<file path="config.mk">
export PLATFORM = sky130hd
export DESIGN_NAME = mtff_cmp
export DESIGN_NICKNAME = d
export VERILOG_FILES = /design/src/design/mtff_pkg.sv /design/src/design/mtff_cmp.sv
export SDC_FILE = /design/constraint.sdc
export NUM_CORES = 1
export LEC_CHECK = 0
export BUFFER_PORTS_ARGS = -buffer_cell sky130_fd_sc_hd__buf_2
export CAP_MARGIN = 0
export CORE_MARGIN = 2
export CORE_UTILIZATION = 39
export DETAILED_ROUTE_END_ITERATION = 8
export PLACE_DENSITY_LB_ADDON = 0.2
export SLEW_MARGIN = 20
export SYNTH_ARGS = -nofsm -noshare
export SYNTH_HDL_FRONTEND = slang
export SYNTH_SLANG_ARGS = --single-unit
</file>
<file path="constraint.sdc">
create_clock -name vclk -period 2.8
set_input_delay 0.56 -clock vclk [all_inputs]
set_output_delay 0.56 -clock vclk [all_outputs]
set_load 0.005 [all_outputs]
</file>
<file path="src/design/mtff_pkg.sv">
// Shared constants, types and helpers for the min-tree first-fit engine.
// No dependencies; every other file of the block refers to it by scoped names.
`default_nettype none

package mtff_pkg;

    // Tree geometry: leaf i sits at node LEAF_SLOTS + i, node 1 is the root
    localparam int LEAF_SLOTS = 1024;
    localparam int LEVELS     = $clog2(LEAF_SLOTS);
    localparam int NODE_W     = LEVELS + 1;
    localparam int NODES      = 2 * LEAF_SLOTS;

    // Field widths
    localparam int FUNC_W = 2;
    localparam int POS_W  = 10;
    localparam int DATA_W = 32;

    // Value codes
    localparam logic [DATA_W-1:0] EMPTY_MARK = 32'hFFFF_FFFF;
    localparam logic [DATA_W-1:0] TOP_VALUE  = 32'hFFFF_FFFE;

    // Operation codes
    localparam logic [FUNC_W-1:0] FUNC_LOAD   = 2'd0;
    localparam logic [FUNC_W-1:0] FUNC_REMOVE = 2'd1;
    localparam logic [FUNC_W-1:0] FUNC_FIND   = 2'd2;

    // Tree memory request: one read address, one write port
    typedef struct packed {
        logic [NODE_W-1:0] rd_addr;
        logic              wr_en;
        logic [NODE_W-1:0] wr_addr;
        logic [DATA_W-1:0] wr_data;
    } ram_req_t;

    // Shared compare unit result
    typedef struct packed {
        logic              le;
        logic [DATA_W-1:0] min_val;
    } cmp_res_t;

    // Node number of a leaf slot
    function automatic logic [NODE_W-1:0] leaf_node(input logic [POS_W-1:0] p);
        return NODE_W'(LEAF_SLOTS) | NODE_W'(p);
    endfunction

endpackage

`default_nettype wire

</file>
<file path="src/design/mtff_cmp.sv">
// Shared unsigned compare and minimum unit used by both update and search.
// Depends on mtff_pkg for the result struct.
`default_nettype none

module mtff_cmp (
    input  wire logic [mtff_pkg::DATA_W-1:0] a,
    input  wire logic [mtff_pkg::DATA_W-1:0] b,
    output mtff_pkg::cmp_res_t               res
);

    // Compare memory word against threshold or running minimum
    always_comb
    begin
        res.le      = (a <= b);
        res.min_val = res.le ? a : b;
    end

endmodule

`default_nettype wire

</file>
==> summary.md, run 1 <==
| Metric | Value |
|---|---|
| Area contributors post-synth | `mux2_4 33%, ha_1 30%, inv_1 9.4%, a21oi_1 6.1%, nand4_1 3.3%` |
| Synth cell types | `21` |
| Post-synth top cells | `33 x inv_1, 32 x ha_1, 29 x mux2_4` |
| Crit end category | `primary output` |
| Min Hold Slack | `1410 ps` |
| Largest net degree at the start of global routing | `18` |
| Slew Viols, Final | `0` |
| Static Leak | `1.31 nW` |
| Critical path's slowest cell | `mux2_4` |
| Synth-to-Final Area Change | `102%` |
| Ys Warns | `0` |
| Port Buffers | `97` |
| Largest stage delay, worst path | `320 ps` |
| Total vias in the final route | `1507` |
| CORE AREA | `3280 um^2` |
| Final nets | `350` |
| Sequential element share of the synthesized area | `0` |
| Crit Path Class | `in2out` |
| Overall die width | `62.2 um` |
| DRT met1 WL | `1.64 mm` |
| Post-Syn Nets | `247` |
| Routed wl met3 | `between 150 and 200 um` |
| Drc violations | `0` |
| Rel. slew slack | `0.737` |
| Synth area leader | `mux2_4` |
| Top sig layer | `met4` |
| Aggregate routed wire length | `~4.3 mm` |
| Initial antenna violation count | `0` |
| Hold path start | `b[28]` |
| Worst Tran Pin Value | `390 ps` |
| Share of the synthesized area in the top cell type | `0.329` |
| GP Congestion | `0.692` |
| CP Data Required Time | `about 2200 ps` |
| Design Power | `approximately 0.54 mW` |
| Max Fanout on Critical Path | `17` |
| Synthesized area per cell | `8.76 um^2` |
| Hold Path Cell Cnt | `3` |
| Share of layout cells above drive strength 1 | `0.778` |
| Initial Utilization | `0.403` |
| CP bufs+invs | `5` |
| # clk buffers | `0` |
| Max cap viols | `0` |
| Initial drt markers | `12` |
| Number of global-route vias before repair | `1463` |
| Row count | `21` |
| Seq cells | `0` |
| DR pass1 iterations | `4` |
| RSZ-0062 raised after global routing | `yes` |
| WL per Instance | `14.3 um` |
| CP Data Arrival Time | `2530 ps` |
| # diodes | `0` |
| Reg area | `0 um^2` |
| Endpoints failing setup | `32` |
| Outcome | `finished with violations` |
| Critical-path cell list | `buf_2 -> inv_2 -> ha_4 -> nand4_1 -> nor3_2 -> buf_4 -> a21bo_2 -> a2bb2oi_4 -> buf_12 -> mux2_4 -> buf_6` |
| Die area | `3870 um^2` |
| Remaining Overflow, GRT | `0` |
| CP Launch Point | `b[11]` |
| Min cycle time layout | `3090 ps` |
| Final hold vios | `0` |
| Filler instances | `207` |
| Met2 WL post-DR | `around 2.4 mm` |
| Final worst slack | `-287 ps` |
| CTS Hold Bufs | `0` |
| Top-count cell post-synth | `inv_1` |
| Total power divided by cell area | `204 nW/um^2` |
| HPWL Detailed | `2.87 mm` |
| Failing checks | `negative setup slack` |
| Hold Crit Class | `in2out` |
| Startpoint types | `primary input` |
| Die Y | `about 62 um` |
| Tcrit/Tclk final | `1.10` |
| CP delay by family, top | `buffers and inverters` |
| Antenna Nets Post-Route | `0` |
| Worst vdd ir | `0.113 mV` |
| Io pins | `97` |
| Vias/cell | `a little over 5` |
| Max Freq | `~0.32 GHz` |
| First-pass GRT wire length | `5.86 mm` |
| Hold EP | `res[28]` |
| Synth Cell Area | `~1300 um^2` |
| GRT Overall Usage | `0.171` |
| Syn Inst Count | `approximately 150` |
layout by cell type (no fill, tap or decap), drive strengths merged:
| cell type | n |
|---|---|
| nand4 | 7 |
| a21bo | 1 |
| nor4 | 2 |
| nor3 | 2 |
| a21o | 2 |
| a21boi | 1 |
| a2bb2oi | 1 |
| mux2 | 32 |
| a211oi | 1 |
| ha | 32 |
| clkbuf | 1 |
| inv | 33 |
| o21ai | 7 |
| and2 | 1 |
| buf | 103 |
| nand2 | 5 |
| a21oi | 16 |
| and3 | 1 |
| nand3 | 3 |
| nor2b | 1 |
power breakdown:
| part | total, mW | switching, mW | internal [mW] |
|---|---|---|---|
| registers | 0 | 0 | 0 |
| clock network | 0 | 0 | 0 |
| logic | 0.544 | 0.208 | 0.337 |
| total | 0.544 | 0.208 | 0.337 |
layout make-up:
class | instances | area, um^2 | share of cell area
Tap cell | 46 | 57.6 | 0.0216
Timing Repair Buffer | 104 | 898 | 0.336
Multi-Input combinational cell | 115 | 1550 | 0.581
Inverter | 33 | 164 | 0.0614
repair_timing:
action / CTS / global route
buffers inserted: 0 / 1
gates resized for setup: 35 / 60
endpoints found under the hold margin: 0 / 0
cloned: 0 / 1
pin swaps: 3 / 6
endpoints found under the setup margin: 32 / 33
worst max-delay path by stage:
stage / to / depth (start not counted) / slack, ps
2_1_floorplan: res[10] / 9 / 0.08
4_1_cts: res[0] / 11 / -280
6_report: res[17] / 11 / -290
3_5_place_dp: res[0] / 11 / -340
3_3_place_gp: res[0] / 11 / -310
5_1_grt: res[21] / 11 / -390
kinds of logic after synthesis:
| logic type | share of synthesized area |
|---|---|
| buffers and inverters | 0.119 |
| muxes | 0.355 |
| adders and majority gates | 0.303 |
| AOI/OAI and AO/OA | 0.129 |
| and+or+nand+nor | 0.0946 |
layer usage:
layer | track usage | up-vias
met5 | 0 | -
met4 | 0 | 0
met3 | 0.00543 | 2
met2 | 0.346 | 55
met1 | 0.209 | 706
li1 | - | 744
through the flow:
| step | setup TNS, ps | worst slack, ps | util | area [um^2] | instances |
|---|---|---|---|---|---|
| 6_report | -8520 | -287 | 0.813 | 2670 | 298 |
| 5_1_grt | -11880 | -392 | 0.813 | 2670 | 298 |
| 4_1_cts | -7890 | -281 | 0.712 | 2340 | 296 |
| 3_5_place_dp | -9710 | -338 | 0.651 | 2140 | 296 |
| 3_3_place_gp | -9210 | -308 | 0.651 | 2140 | 296 |
| 2_1_floorplan | 0 | 0.0824 | - | 1560 | 151 |
No activity file was read; power rests on OpenSTA's default activity.
==> inputs of run 2 (changes only) <==
- CAP_MARGIN: 0 -> 15
- CELL_PAD_IN_SITES_DETAIL_PLACEMENT: not set -> 0
- CELL_PAD_IN_SITES_GLOBAL_PLACEMENT: not set -> 1
- CORE_UTILIZATION: 39 -> 26
==> run 2 against run 1 <==
The run still ends with negative setup slack left. Die area increased by 46%. Global-route usage decreased by 2.6 points. Core utilization decreased by 19 points. Critical path type unchanged. Highest routed layer is now met3.
==> summary.md, run 2 (synthesized netlist as in run 1, its figures left out) <==
| Metric | Value |
|---|---|
| Seq cells | `0 (unchanged)` |
| Max cap viols | `0 (unchanged)` |
| Post-Place Worst Slack | `-427 ps (-88.9 ps)` |
| HPWL Detailed | `3.06 mm (+6.4%)` |
| Final nets | `366 (+4.6%)` |
| Port Buffers | `97 (unchanged)` |
| Hold Path Cell Cnt | `3 (unchanged)` |
| Remaining Overflow, GRT | `0 (unchanged)` |
| Largest net degree at the start of global routing | `7 (-11)` |
| Post-Layout Cell Count | `335 (+12%)` |
| Vias/cell | `4.49 (-11%)` |
| Outcome | `finished with violations` |
| Most common cell after layout, fill and taps aside | `buf_6` |
| Critical-path cell list | `buf_6 -> ha_4 -> nand4_1 -> nor4_2 -> a21bo_4 -> a2bb2oi_4 -> buf_6 -> buf_12 -> mux2_4 -> buf_6` |
| Initial drt markers | `33 (+21)` |
| GP Congestion | `0.679 (-1.8%)` |
| Share of layout cells above drive strength 1 | `0.806 (+0.0282)` |
| Final hold vios | `0 (unchanged)` |
| # diodes | `0 (unchanged)` |
| Crit end category | `primary output` |
| Total power divided by cell area | `206 nW/um^2 (+0.92%)` |
| Largest stage delay, worst path | `340 ps (+20 ps)` |
| Synth-to-Final Area Change | `127%` |
| Drc violations | `0 (unchanged)` |
| Tcrit/Tclk final | `1.11 (+0.0114)` |
| Initial antenna violation count | `0 (unchanged)` |
| Io pins | `97 (unchanged)` |
| Filler instances | `402 (+94%)` |
| CP delay by family, top | `buffers and inverters` |
| Die area | `5670 um^2 (+46%)` |
| WP depth | `10 (-1)` |
| CP Data Required Time | `2240 ps (about the same)` |
| CORE AREA | `4820 um^2 (+47%)` |
| Rel. slew slack | `0.700 (-0.0374)` |
| Post-Route Utilization | `0.623 (-0.190)` |
| Critical path's slowest cell | `nor4_2` |
| Min cycle time layout | `3120 ps (+31.9 ps)` |
| Max Fanout on Critical Path | `6 (-11)` |
| Die Y | `75.3 um (+21%)` |
| # clk buffers | `0 (unchanged)` |
| CP Data Arrival Time | `2560 ps (+30 ps)` |
| Most frequent cells in the layout | `57 x buf_6, 37 x buf_2, 31 x mux2_4, 29 x ha_4, 17 x inv_2` |
| Static Leak | `1.43 nW (+9.1%)` |
| Setup TNS | `-9870 ps (-1360 ps)` |
| GRT Overall Usage | `0.145 (-0.0260)` |
| Row count | `25 (+19%)` |
| CP bufs+invs | `4 (-1)` |
| WL per Instance | `12.8 um (-10%)` |
| Crit Path Class | `in2out` |
| Startpoint types | `primary input` |
| Max Freq | `0.321 GHz (-1.0%)` |
| RSZ-0062 raised after global routing | `yes` |
| Worst vdd ir | `0.0840 mV (-26%)` |
| Reg area | `0 um^2 (unchanged)` |
| Design Power | `0.617 mW (+13%)` |
| CTS Hold Bufs | `0 (unchanged)` |
| Initial Utilization | `0.275 (-0.128)` |
| Overall die width | `75.3 um (+21%)` |
| Hold Crit Class | `in2out` |
| Aggregate routed wire length | `4.30 mm (+0.87%)` |
| Failing checks | `negative setup slack` |
| Total vias in the final route | `1503 (-0.27%)` |
| Final worst slack | `-318 ps (-31.9 ps)` |
| Inst Count DP | `323 (+9.1%)` |
| Critical Path Most Common Cell | `buf_6` |
| Antenna Nets Post-Route | `0 (unchanged)` |
| Slew Viols, Final | `0 (unchanged)` |
| Endpoints failing setup | `33 (+3.1%)` |
| Number of global-route vias before repair | `1504 (+2.8%)` |
| DR pass1 iterations | `4 (unchanged)` |
| First-pass GRT wire length | `6.56 mm (+12%)` |
| Worst Tran Pin Value | `445 ps (+55.5 ps)` |
run 2: cell types whose count changed in the layout (fill, tap and decap cells not counted), sizes merged:
cell,delta
buf,+17
clkbuf,-1
run 2: where the power goes:
| group | switching, mW | total (mW) | internal, mW |
|---|---|---|---|
| logic | 0.221 | 0.617 | 0.396 |
| registers | 0 | 0 | 0 |
| clock network | 0 | 0 | 0 |
run 2: area by class of cell:
class	instances	area [um^2]	area share
Timing Repair Buffer	120	1150	0.384
Tap cell	67	83.8	0.0280
Multi-Input combinational cell	115	1600	0.534
Inverter	33	161	0.0538
run 2: path summary, 6_finish.rpt:
path	from	endpoint
setup / recovery	a[27]	res[26]
hold / removal	b[17]	res[17]
run 2: timing repair:
item                                    CTS  global route
setup buffers                            10             2
gates cloned                              3             0
hold endpoints to repair                  0             0
pin swaps                                23             8
gates resized for setup                 104            21
endpoints found under the setup margin   33            33
run 2: metal layers:
layer | GRT usage | vias to the layer above | routed length [um]
li1 | - | 772 | -
met1 | 0.192 | 678 | 1810
met2 | 0.272 | 53 | 2250
met3 | 0.00661 | 0 | 245
met4 | 0.00390 | 0 | 0
met5 | 0 | - | 0
run 2: metrics by stage:
stage                     hold WS (ps)  cell area [um^2]
after CTS                         1410              2890
after detailed placement          1430              2200
after floorplan                   1240              1560
after global routing              1410              3000
after global placement            1430              2200
final                             1400              3000
