===== config.mk =====
export PLATFORM = sky130hd
export DESIGN_NAME = mtff_seq
export DESIGN_NICKNAME = d
export VERILOG_FILES = /design/src/design/mtff_pkg.sv /design/src/design/mtff_seq.sv
export SDC_FILE = /design/constraint.sdc
export NUM_CORES = 1
export LEC_CHECK = 0
export ABC_AREA = 1
export BUFFER_PORTS_ARGS = -buffer_cell sky130_fd_sc_hd__buf_4
export CORE_MARGIN = 8
export CORE_UTILIZATION = 40
export DETAILED_ROUTE_END_ITERATION = 16
export SLEW_MARGIN = 0
export SYNTH_ARGS = -nofsm -noshare
export SYNTH_HDL_FRONTEND = slang
export SYNTH_SLANG_ARGS = --single-unit

===== constraint.sdc =====
create_clock -name clk -period 12.5 [get_ports clk]
set_input_delay 1.875 -clock clk [delete_from_list [all_inputs] [get_ports clk]]
set_output_delay 1.875 -clock clk [all_outputs]
set_load 0.02 [all_outputs]

===== src/design/mtff_pkg.sv =====
// Shared constants, types and helpers for the min-tree first-fit engine.
// No dependencies; every other file of the block refers to it by scoped names.
`default_nettype none

package mtff_pkg;

    // Tree geometry: leaf i sits at node LEAF_SLOTS + i, node 1 is the root
    localparam int LEAF_SLOTS = 1024;
    localparam int LEVELS     = $clog2(LEAF_SLOTS);
    localparam int NODE_W     = LEVELS + 1;
    localparam int NODES      = 2 * LEAF_SLOTS;

    // Field widths
    localparam int FUNC_W = 2;
    localparam int POS_W  = 10;
    localparam int DATA_W = 32;

    // Value codes
    localparam logic [DATA_W-1:0] EMPTY_MARK = 32'hFFFF_FFFF;
    localparam logic [DATA_W-1:0] TOP_VALUE  = 32'hFFFF_FFFE;

    // Operation codes
    localparam logic [FUNC_W-1:0] FUNC_LOAD   = 2'd0;
    localparam logic [FUNC_W-1:0] FUNC_REMOVE = 2'd1;
    localparam logic [FUNC_W-1:0] FUNC_FIND   = 2'd2;

    // Tree memory request: one read address, one write port
    typedef struct packed {
        logic [NODE_W-1:0] rd_addr;
        logic              wr_en;
        logic [NODE_W-1:0] wr_addr;
        logic [DATA_W-1:0] wr_data;
    } ram_req_t;

    // Shared compare unit result
    typedef struct packed {
        logic              le;
        logic [DATA_W-1:0] min_val;
    } cmp_res_t;

    // Node number of a leaf slot
    function automatic logic [NODE_W-1:0] leaf_node(input logic [POS_W-1:0] p);
        return NODE_W'(LEAF_SLOTS) | NODE_W'(p);
    endfunction

endpackage

`default_nettype wire


===== src/design/mtff_seq.sv =====
// Sequencer: clearing pass, path update for load/remove, first-fit search,
// and the input/output handshakes. Depends on mtff_pkg.
`default_nettype none

module mtff_seq (
    input  wire logic                          clk,
    input  wire logic                          rst_n,
    input  wire logic                          in_valid,
    output logic                               in_ready,
    input  wire logic [mtff_pkg::FUNC_W-1:0]   func,
    input  wire logic [mtff_pkg::POS_W-1:0]    position,
    input  wire logic [mtff_pkg::POS_W-1:0]    range_end,
    input  wire logic [mtff_pkg::DATA_W-1:0]   leaf_value,
    input  wire logic [mtff_pkg::DATA_W-1:0]   threshold,
    output logic                               out_valid,
    input  wire logic                          out_ready,
    output logic                               found,
    output logic [mtff_pkg::POS_W-1:0]         match_index,
    output logic [mtff_pkg::DATA_W-1:0]        match_value,
    output mtff_pkg::ram_req_t                 ram_req,
    input  wire logic [mtff_pkg::DATA_W-1:0]   rd_data,
    output logic [mtff_pkg::DATA_W-1:0]        cmp_b,
    input  wire mtff_pkg::cmp_res_t            cmp_res
);

    typedef enum logic [7:0] {
        S_CLEAR = 8'b0000_0001,
        S_IDLE  = 8'b0000_0010,
        S_START = 8'b0000_0100,
        S_UPD   = 8'b0000_1000,
        S_FTEST = 8'b0001_0000,
        S_FUP   = 8'b0010_0000,
        S_FDESC = 8'b0100_0000,
        S_FLEAF = 8'b1000_0000
    } state_t;

    // Result hand-off: working, or holding a finished result for the output register
    typedef enum logic [1:0] {
        H_BUSY = 2'b01,
        H_DONE = 2'b10
    } hand_t;

    state_t                       state_reg, state_next;
    hand_t                        hand_reg, hand_next;
    logic [mtff_pkg::NODE_W-1:0]  clr_cnt_reg, clr_cnt_next;
    logic                         out_valid_reg, out_valid_next;

    logic [mtff_pkg::FUNC_W-1:0]  func_reg, func_next;
    logic [mtff_pkg::POS_W-1:0]   lo_reg, lo_next;
    logic [mtff_pkg::POS_W-1:0]   hi_reg, hi_next;
    logic [mtff_pkg::DATA_W-1:0]  val_reg, val_next;
    logic [mtff_pkg::DATA_W-1:0]  thr_reg, thr_next;
    logic [mtff_pkg::NODE_W-1:0]  node_reg, node_next;
    logic                         res_found_reg, res_found_next;
    logic [mtff_pkg::POS_W-1:0]   res_idx_reg, res_idx_next;
    logic [mtff_pkg::DATA_W-1:0]  res_val_reg, res_val_next;
    logic                         out_found_reg, out_found_next;
    logic [mtff_pkg::POS_W-1:0]   out_idx_reg, out_idx_next;
    logic [mtff_pkg::DATA_W-1:0]  out_val_reg, out_val_next;

    // Control state
    always_ff @(posedge clk or negedge rst_n)
    begin
        if (!rst_n)
        begin
            state_reg     <= S_CLEAR;
            hand_reg      <= H_BUSY;
            clr_cnt_reg   <= '0;
            out_valid_reg <= 1'b0;
        end
        else
        begin
            state_reg     <= state_next;
            hand_reg      <= hand_next;
            clr_cnt_reg   <= clr_cnt_next;
            out_valid_reg <= out_valid_next;
        end
    end

    // Payload and working registers
    always_ff @(posedge clk)
    begin
        func_reg      <= func_next;
        lo_reg        <= lo_next;
        hi_reg        <= hi_next;
        val_reg       <= val_next;
        thr_reg       <= thr_next;
        node_reg      <= node_next;
        res_found_reg <= res_found_next;
        res_idx_reg   <= res_idx_next;
        res_val_reg   <= res_val_next;
        out_found_reg <= out_found_next;
        out_idx_reg   <= out_idx_next;
        out_val_reg   <= out_val_next;
    end

    // Sequencer next-state logic
    always_comb
    begin
        logic [mtff_pkg::NODE_W-1:0] leaf;
        logic [mtff_pkg::NODE_W-1:0] parent;
        logic [mtff_pkg::NODE_W-1:0] child;
        logic                        pos_ok;
        logic                        in_range;

        state_next     = state_reg;
        hand_next      = hand_reg;
        clr_cnt_next   = clr_cnt_reg;
        out_valid_next = out_valid_reg;
        func_next      = func_reg;
        lo_next        = lo_reg;
        hi_next        = hi_reg;
        val_next       = val_reg;
        thr_next       = thr_reg;
        node_next      = node_reg;
        res_found_next = res_found_reg;
        res_idx_next   = res_idx_reg;
        res_val_next   = res_val_reg;
        out_found_next = out_found_reg;
        out_idx_next   = out_idx_reg;
        out_val_next   = out_val_reg;

        ram_req.rd_addr = '0;
        ram_req.wr_en   = 1'b0;
        ram_req.wr_addr = '0;
        ram_req.wr_data = '0;
        cmp_b           = thr_reg;
        in_ready        = 1'b0;

        leaf     = mtff_pkg::leaf_node(lo_reg);
        parent   = node_reg >> 1;
        child    = node_reg << 1;
        pos_ok   = (32'(lo_reg) < 32'(mtff_pkg::LEAF_SLOTS));
        in_range = (32'(node_reg[mtff_pkg::LEVELS-1:0]) <= 32'(hi_reg));

        // Drop the result beat once taken
        if (out_valid_reg && out_ready)
        begin
            out_valid_next = 1'b0;
        end

        unique case (state_reg)
            S_CLEAR:
            begin
                // Sweep every node to empty
                ram_req.wr_en   = 1'b1;
                ram_req.wr_addr = clr_cnt_reg;
                ram_req.wr_data = mtff_pkg::EMPTY_MARK;
                clr_cnt_next    = clr_cnt_reg + 1'b1;
                if (clr_cnt_reg == '1)
                begin
                    state_next = S_IDLE;
                end
            end

            S_IDLE:
            begin
                if (hand_reg == H_DONE)
                begin
                    // Hand the finished result to the output register
                    if (!out_valid_reg || out_ready)
                    begin
                        out_valid_next = 1'b1;
                        out_found_next = res_found_reg;
                        out_idx_next   = res_idx_reg;
                        out_val_next   = res_val_reg;
                        hand_next      = H_BUSY;
                    end
                end
                else
                begin
                    // Capture an input beat, clamping range and values
                    in_ready = 1'b1;
                    if (in_valid)
                    begin
                        func_next = func;
                        lo_next   = position;
                        if (32'(range_end) >= 32'(mtff_pkg::LEAF_SLOTS))
                        begin
                            hi_next = mtff_pkg::POS_W'(mtff_pkg::LEAF_SLOTS - 1);
                        end
                        else
                        begin
                            hi_next = range_end;
                        end
                        if (func == mtff_pkg::FUNC_REMOVE)
                        begin
                            val_next = mtff_pkg::EMPTY_MARK;
                        end
                        else if (leaf_value == mtff_pkg::EMPTY_MARK)
                        begin
                            val_next = mtff_pkg::TOP_VALUE;
                        end
                        else
                        begin
                            val_next = leaf_value;
                        end
                        thr_next = (threshold == mtff_pkg::EMPTY_MARK) ?
                                   mtff_pkg::TOP_VALUE : threshold;
                        state_next = S_START;
                    end
                end
            end

            S_START:
            begin
                res_found_next = 1'b0;
                res_idx_next   = '0;
                res_val_next   = '0;
                if ((func_reg == mtff_pkg::FUNC_LOAD ||
                     func_reg == mtff_pkg::FUNC_REMOVE) && pos_ok)
                begin
                    // Write the leaf and fetch its sibling
                    ram_req.wr_en   = 1'b1;
                    ram_req.wr_addr = leaf;
                    ram_req.wr_data = val_reg;
                    ram_req.rd_addr = leaf ^ mtff_pkg::NODE_W'(1);
                    node_next       = leaf;
                    state_next      = S_UPD;
                end
                else if (func_reg == mtff_pkg::FUNC_FIND && pos_ok &&
                         lo_reg <= hi_reg)
                begin
                    // Test the start leaf first
                    ram_req.rd_addr = leaf;
                    node_next       = leaf;
                    state_next      = S_FTEST;
                end
                else
                begin
                    hand_next  = H_DONE;
                    state_next = S_IDLE;
                end
            end

            S_UPD:
            begin
                // Parent gets the smaller of running value and sibling
                cmp_b           = val_reg;
                ram_req.wr_en   = 1'b1;
                ram_req.wr_addr = parent;
                ram_req.wr_data = cmp_res.min_val;
                if (parent == mtff_pkg::NODE_W'(1))
                begin
                    hand_next  = H_DONE;
                    state_next = S_IDLE;
                end
                else
                begin
                    ram_req.rd_addr = parent ^ mtff_pkg::NODE_W'(1);
                    val_next        = cmp_res.min_val;
                    node_next       = parent;
                end
            end

            S_FTEST:
            begin
                if (cmp_res.le)
                begin
                    if (node_reg[mtff_pkg::NODE_W-1])
                    begin
                        // Leaf hit: accept only inside the range
                        res_found_next = in_range;
                        res_idx_next   = in_range ?
                            mtff_pkg::POS_W'(node_reg[mtff_pkg::LEVELS-1:0]) : '0;
                        res_val_next   = in_range ? rd_data : '0;
                        hand_next      = H_DONE;
                        state_next     = S_IDLE;
                    end
                    else
                    begin
                        // Descend into this subtree
                        ram_req.rd_addr = child;
                        state_next      = S_FDESC;
                    end
                end
                else
                begin
                    state_next = S_FUP;
                end
            end

            S_FUP:
            begin
                // Backtrack to the next right sibling
                if (node_reg == mtff_pkg::NODE_W'(1))
                begin
                    hand_next  = H_DONE;
                    state_next = S_IDLE;
                end
                else if (!node_reg[0])
                begin
                    ram_req.rd_addr = node_reg | mtff_pkg::NODE_W'(1);
                    node_next       = node_reg | mtff_pkg::NODE_W'(1);
                    state_next      = S_FTEST;
                end
                else
                begin
                    node_next = parent;
                end
            end

            S_FDESC:
            begin
                logic [mtff_pkg::NODE_W-1:0] d_next;
                // Left child wins when it fits, else the right child must
                d_next    = cmp_res.le ? child : (child | mtff_pkg::NODE_W'(1));
                node_next = d_next;
                if (d_next[mtff_pkg::NODE_W-1])
                begin
                    ram_req.rd_addr = d_next;
                    state_next      = S_FLEAF;
                end
                else
                begin
                    ram_req.rd_addr = d_next << 1;
                end
            end

            S_FLEAF:
            begin
                res_found_next = in_range;
                res_idx_next   = in_range ?
                    mtff_pkg::POS_W'(node_reg[mtff_pkg::LEVELS-1:0]) : '0;
                res_val_next   = in_range ? rd_data : '0;
                hand_next      = H_DONE;
                state_next     = S_IDLE;
            end

            default:
            begin
                state_next = S_CLEAR;
            end
        endcase
    end

    assign out_valid   = out_valid_reg;
    assign found       = out_found_reg;
    assign match_index = out_idx_reg;
    assign match_value = out_val_reg;

endmodule

`default_nettype wire


==> results.md <==
* # setup viols final at 0
* GPL Wtd Cong at 0.918
* Achievable clock frequency at 201 MHz
* Yosys warns at 0
* Slew Limit Fails at 0
* Maximum fanout along the worst path at 127
* Area grow syn2layout at 29.6%
* DR pass1 iterations at 5
* Final period util at 0.398
* Grt ovf at 0
* Deepest clock path buffer count at 3
* Post-CTS setup buffer count at 0
* Initial DRC count at 649
* Lkg Pwr at 0.00574 uW
* Ports at 287
* Syn_nets at 1,188
* CTS tree: yes
* Syn_area_per_cell at 10.0 um2
* Vias per cell at 5.07
* Setup TNS at 0 ns
* CP Capture Type: primary output
* Clock sink count at 205
* Run status: complete, no violations
* Row count at 58
* Post-Syn Area at 0.0101 mm2
* Die ar. at 0.0307 mm2
* Vias in the first global route at 8,423
* Cell Pwr Density at 109 mW/mm2
* Post-cts sizing count at 0
* Routed WL at 30,600 um
* Max VDD drop at 0.0891 mV
* Data required, critical path at 10.62 ns
* Clock Pin Slew Worst Setup and Hold Paths at 0.06 ns
* Initial antenna violation count at 1
* Wirelength per Cell at 19.0 um
* Clock Latency Late Sink at 0.52 ns
* Port bufs at 286
* Yosys cell types at 41
* Final min period at 4.97 ns
* Layout cells sized above 1 at 0.293
* Yosys reg bits at 205
* Via count at 8,164
* Pre-CTS WS at 7.70 ns
* Type of origin of the critical path: flip-flop
* Clock Skews at 0.0187 ns
* Root Driver: clkbuf_16
* H-Tree Depth at 1
* Area of the core at 0.0250 mm2
* Dpl hpwl at 22,400 um
* Total GRT Usage at 0.192
* Commonest non-fill, non-tap cell in the layout: buf_4
* Critical path data arrival time at 3.10 ns
* Post-route ant nets at 0
* Die X-Extent at 175 um
* Most frequent cells in the layout: buf_4 (295), nand2_1 (189), edfxtp_1 (183)
* Largest net degree at the start of global routing at 128
* Mapped Cells at 1,012
* # DRC at 0
* Die extent in y at 175 um
* TritonCTS Buffers at 23
* Post-cts hold buffer count at 0
* Seq/Total Area, Yosys at 0.597
* Slew Limit Headroom at 0.239
* Final nets at 1,439
* Least-Margin Pin Slew at 1.14 ns
* FILL cells at 2,352
* Endpoints failing hold at 0
* HP Class: flip-flop to flip-flop
* Kind of critical path: flip-flop to primary output
* Final worst slack at 7.53 ns
* Initial Util at 0.405
* Unrepaired setup endpoints after global routing: no
* Max Cap Violations at 0
* First-pass GRT wire length at 46,700 um
worst paths after layout:
kind	startpoint	to	slack, ns	depth (start not counted)
max	state_reg[0]	ram_req[44]	7.53	10
min	res_idx_reg[2]	match_index[2]	0.41	0
max reg2reg	lo_reg[9]	node_reg[10]	9.63	9
min reg2reg	res_idx_reg[2]	match_index[2]	0.41	0
max in group asynchronous	rst_n	hand_reg[0]	10.94	1
min in group asynchronous	rst_n	state_reg[1]	1.25	1
through the flow:
| step | power, uW | hold WS (ns) | instance area (um2) | util | cells |
|---|---|---|---|---|---|
| after floorplan | 770 | 0.400 | 10100 | - | 1012 |
| after global placement | 814 | 0.401 | 12400 | 0.497 | 1568 |
| after detailed placement | 814 | 0.405 | 12400 | 0.497 | 1568 |
| after CTS | 1440 | 0.416 | 13100 | 0.525 | 1610 |
| after global routing | 1470 | 0.420 | 13100 | 0.525 | 1611 |
| final | 1430 | 0.410 | 13100 | 0.525 | 1611 |
power by group:
group | total [uW] | leakage (uW) | internal (uW) | switching, uW
clock network | 627 | 0.000337 | 350 | 277
logic | 58.5 | 0.00346 | 35.4 | 23.1
registers | 741 | 0.00195 | 741 | 0.0000000000000184
total | 1430 | 0.00574 | 1130 | 300
routing by layer:
layer  track usage  up-vias  wire length (um)
li1              -     3925                 -
met1         0.241     3822             12700
met2         0.308      354             14000
met3        0.0635       63              2910
met4        0.0586        0               942
met5             0        -                 0
cells in the mapped netlist:
cell,n,area [um2]
inv_2,6,22.5
xor2_1,7,61.3
nor2_8,1,20.0
ha_1,21,263
o211ai_2,6,75.1
edfxtp_1,183,5500
buf_6,7,78.8
buf_4,3,22.5
buf_2,18,90.1
o21ai_0,97,485
nand4_1,20,125
nor3_2,1,10.0
dfrtp_1,20,500
xnor2_1,1,8.76
dfstp_2,2,52.6
clkbuf_1,41,154
o221ai_1,12,105
nand2_4,2,22.5
a211oi_1,6,45.0
nor4_1,3,18.8
nor2_2,3,18.8
nand2_2,6,37.5
nand2_1,189,709
nor3_1,11,55.1
o211ai_1,11,82.6
nor3_4,1,16.3
o22ai_1,4,25.0
inv_1,153,574
a21oi_1,14,70.1
o21ai_1,1,5.00
nor2_1,91,342
o2111ai_1,8,70.1
a21boi_0,2,15.0
o221ai_2,10,150
nor2_4,4,45.0
nand4_4,1,21.3
nand3b_1,2,15.0
a31oi_1,1,6.26
clkinv_2,1,5.00
nand3_1,41,205
o21a_1,1,7.51
layout make-up:
cell class / instances / area (um2) / share of cell area
clock inverters: 10 / 68.8 / 0.00524
flip-flops and latches: 205 / 6050 / 0.460
diodes: 1 / 2.50 / 0.000190
inverters: 160 / 603 / 0.0459
clock buffers: 32 / 619 / 0.0471
multi-input cells: 578 / 3170 / 0.241
well taps: 330 / 413 / 0.0314
repair buffers: 295 / 2210 / 0.169
worst max-delay path, stage by stage (launching register included):
cell,delay [ns]
dfstp_2,0.54
nor2_1,0.05
nand2_1,0.08
nor2_2,0.04
buf_4,0.25
clkinv_2,0.07
buf_4,0.83
o21ai_0,0.18
a211oi_1,0.22
o21ai_0,0.12
buf_4,0.18
kinds of logic after synthesis:
kind of cell,after synthesis,synth area share
buf+inv,229,0.0935
fa+ha+maj,21,0.0259
compound gates,173,0.113
simple gates,376,0.164
xor+xnor,8,0.00692
flops,205,0.597
No activity file was read; power rests on OpenSTA's default activity.
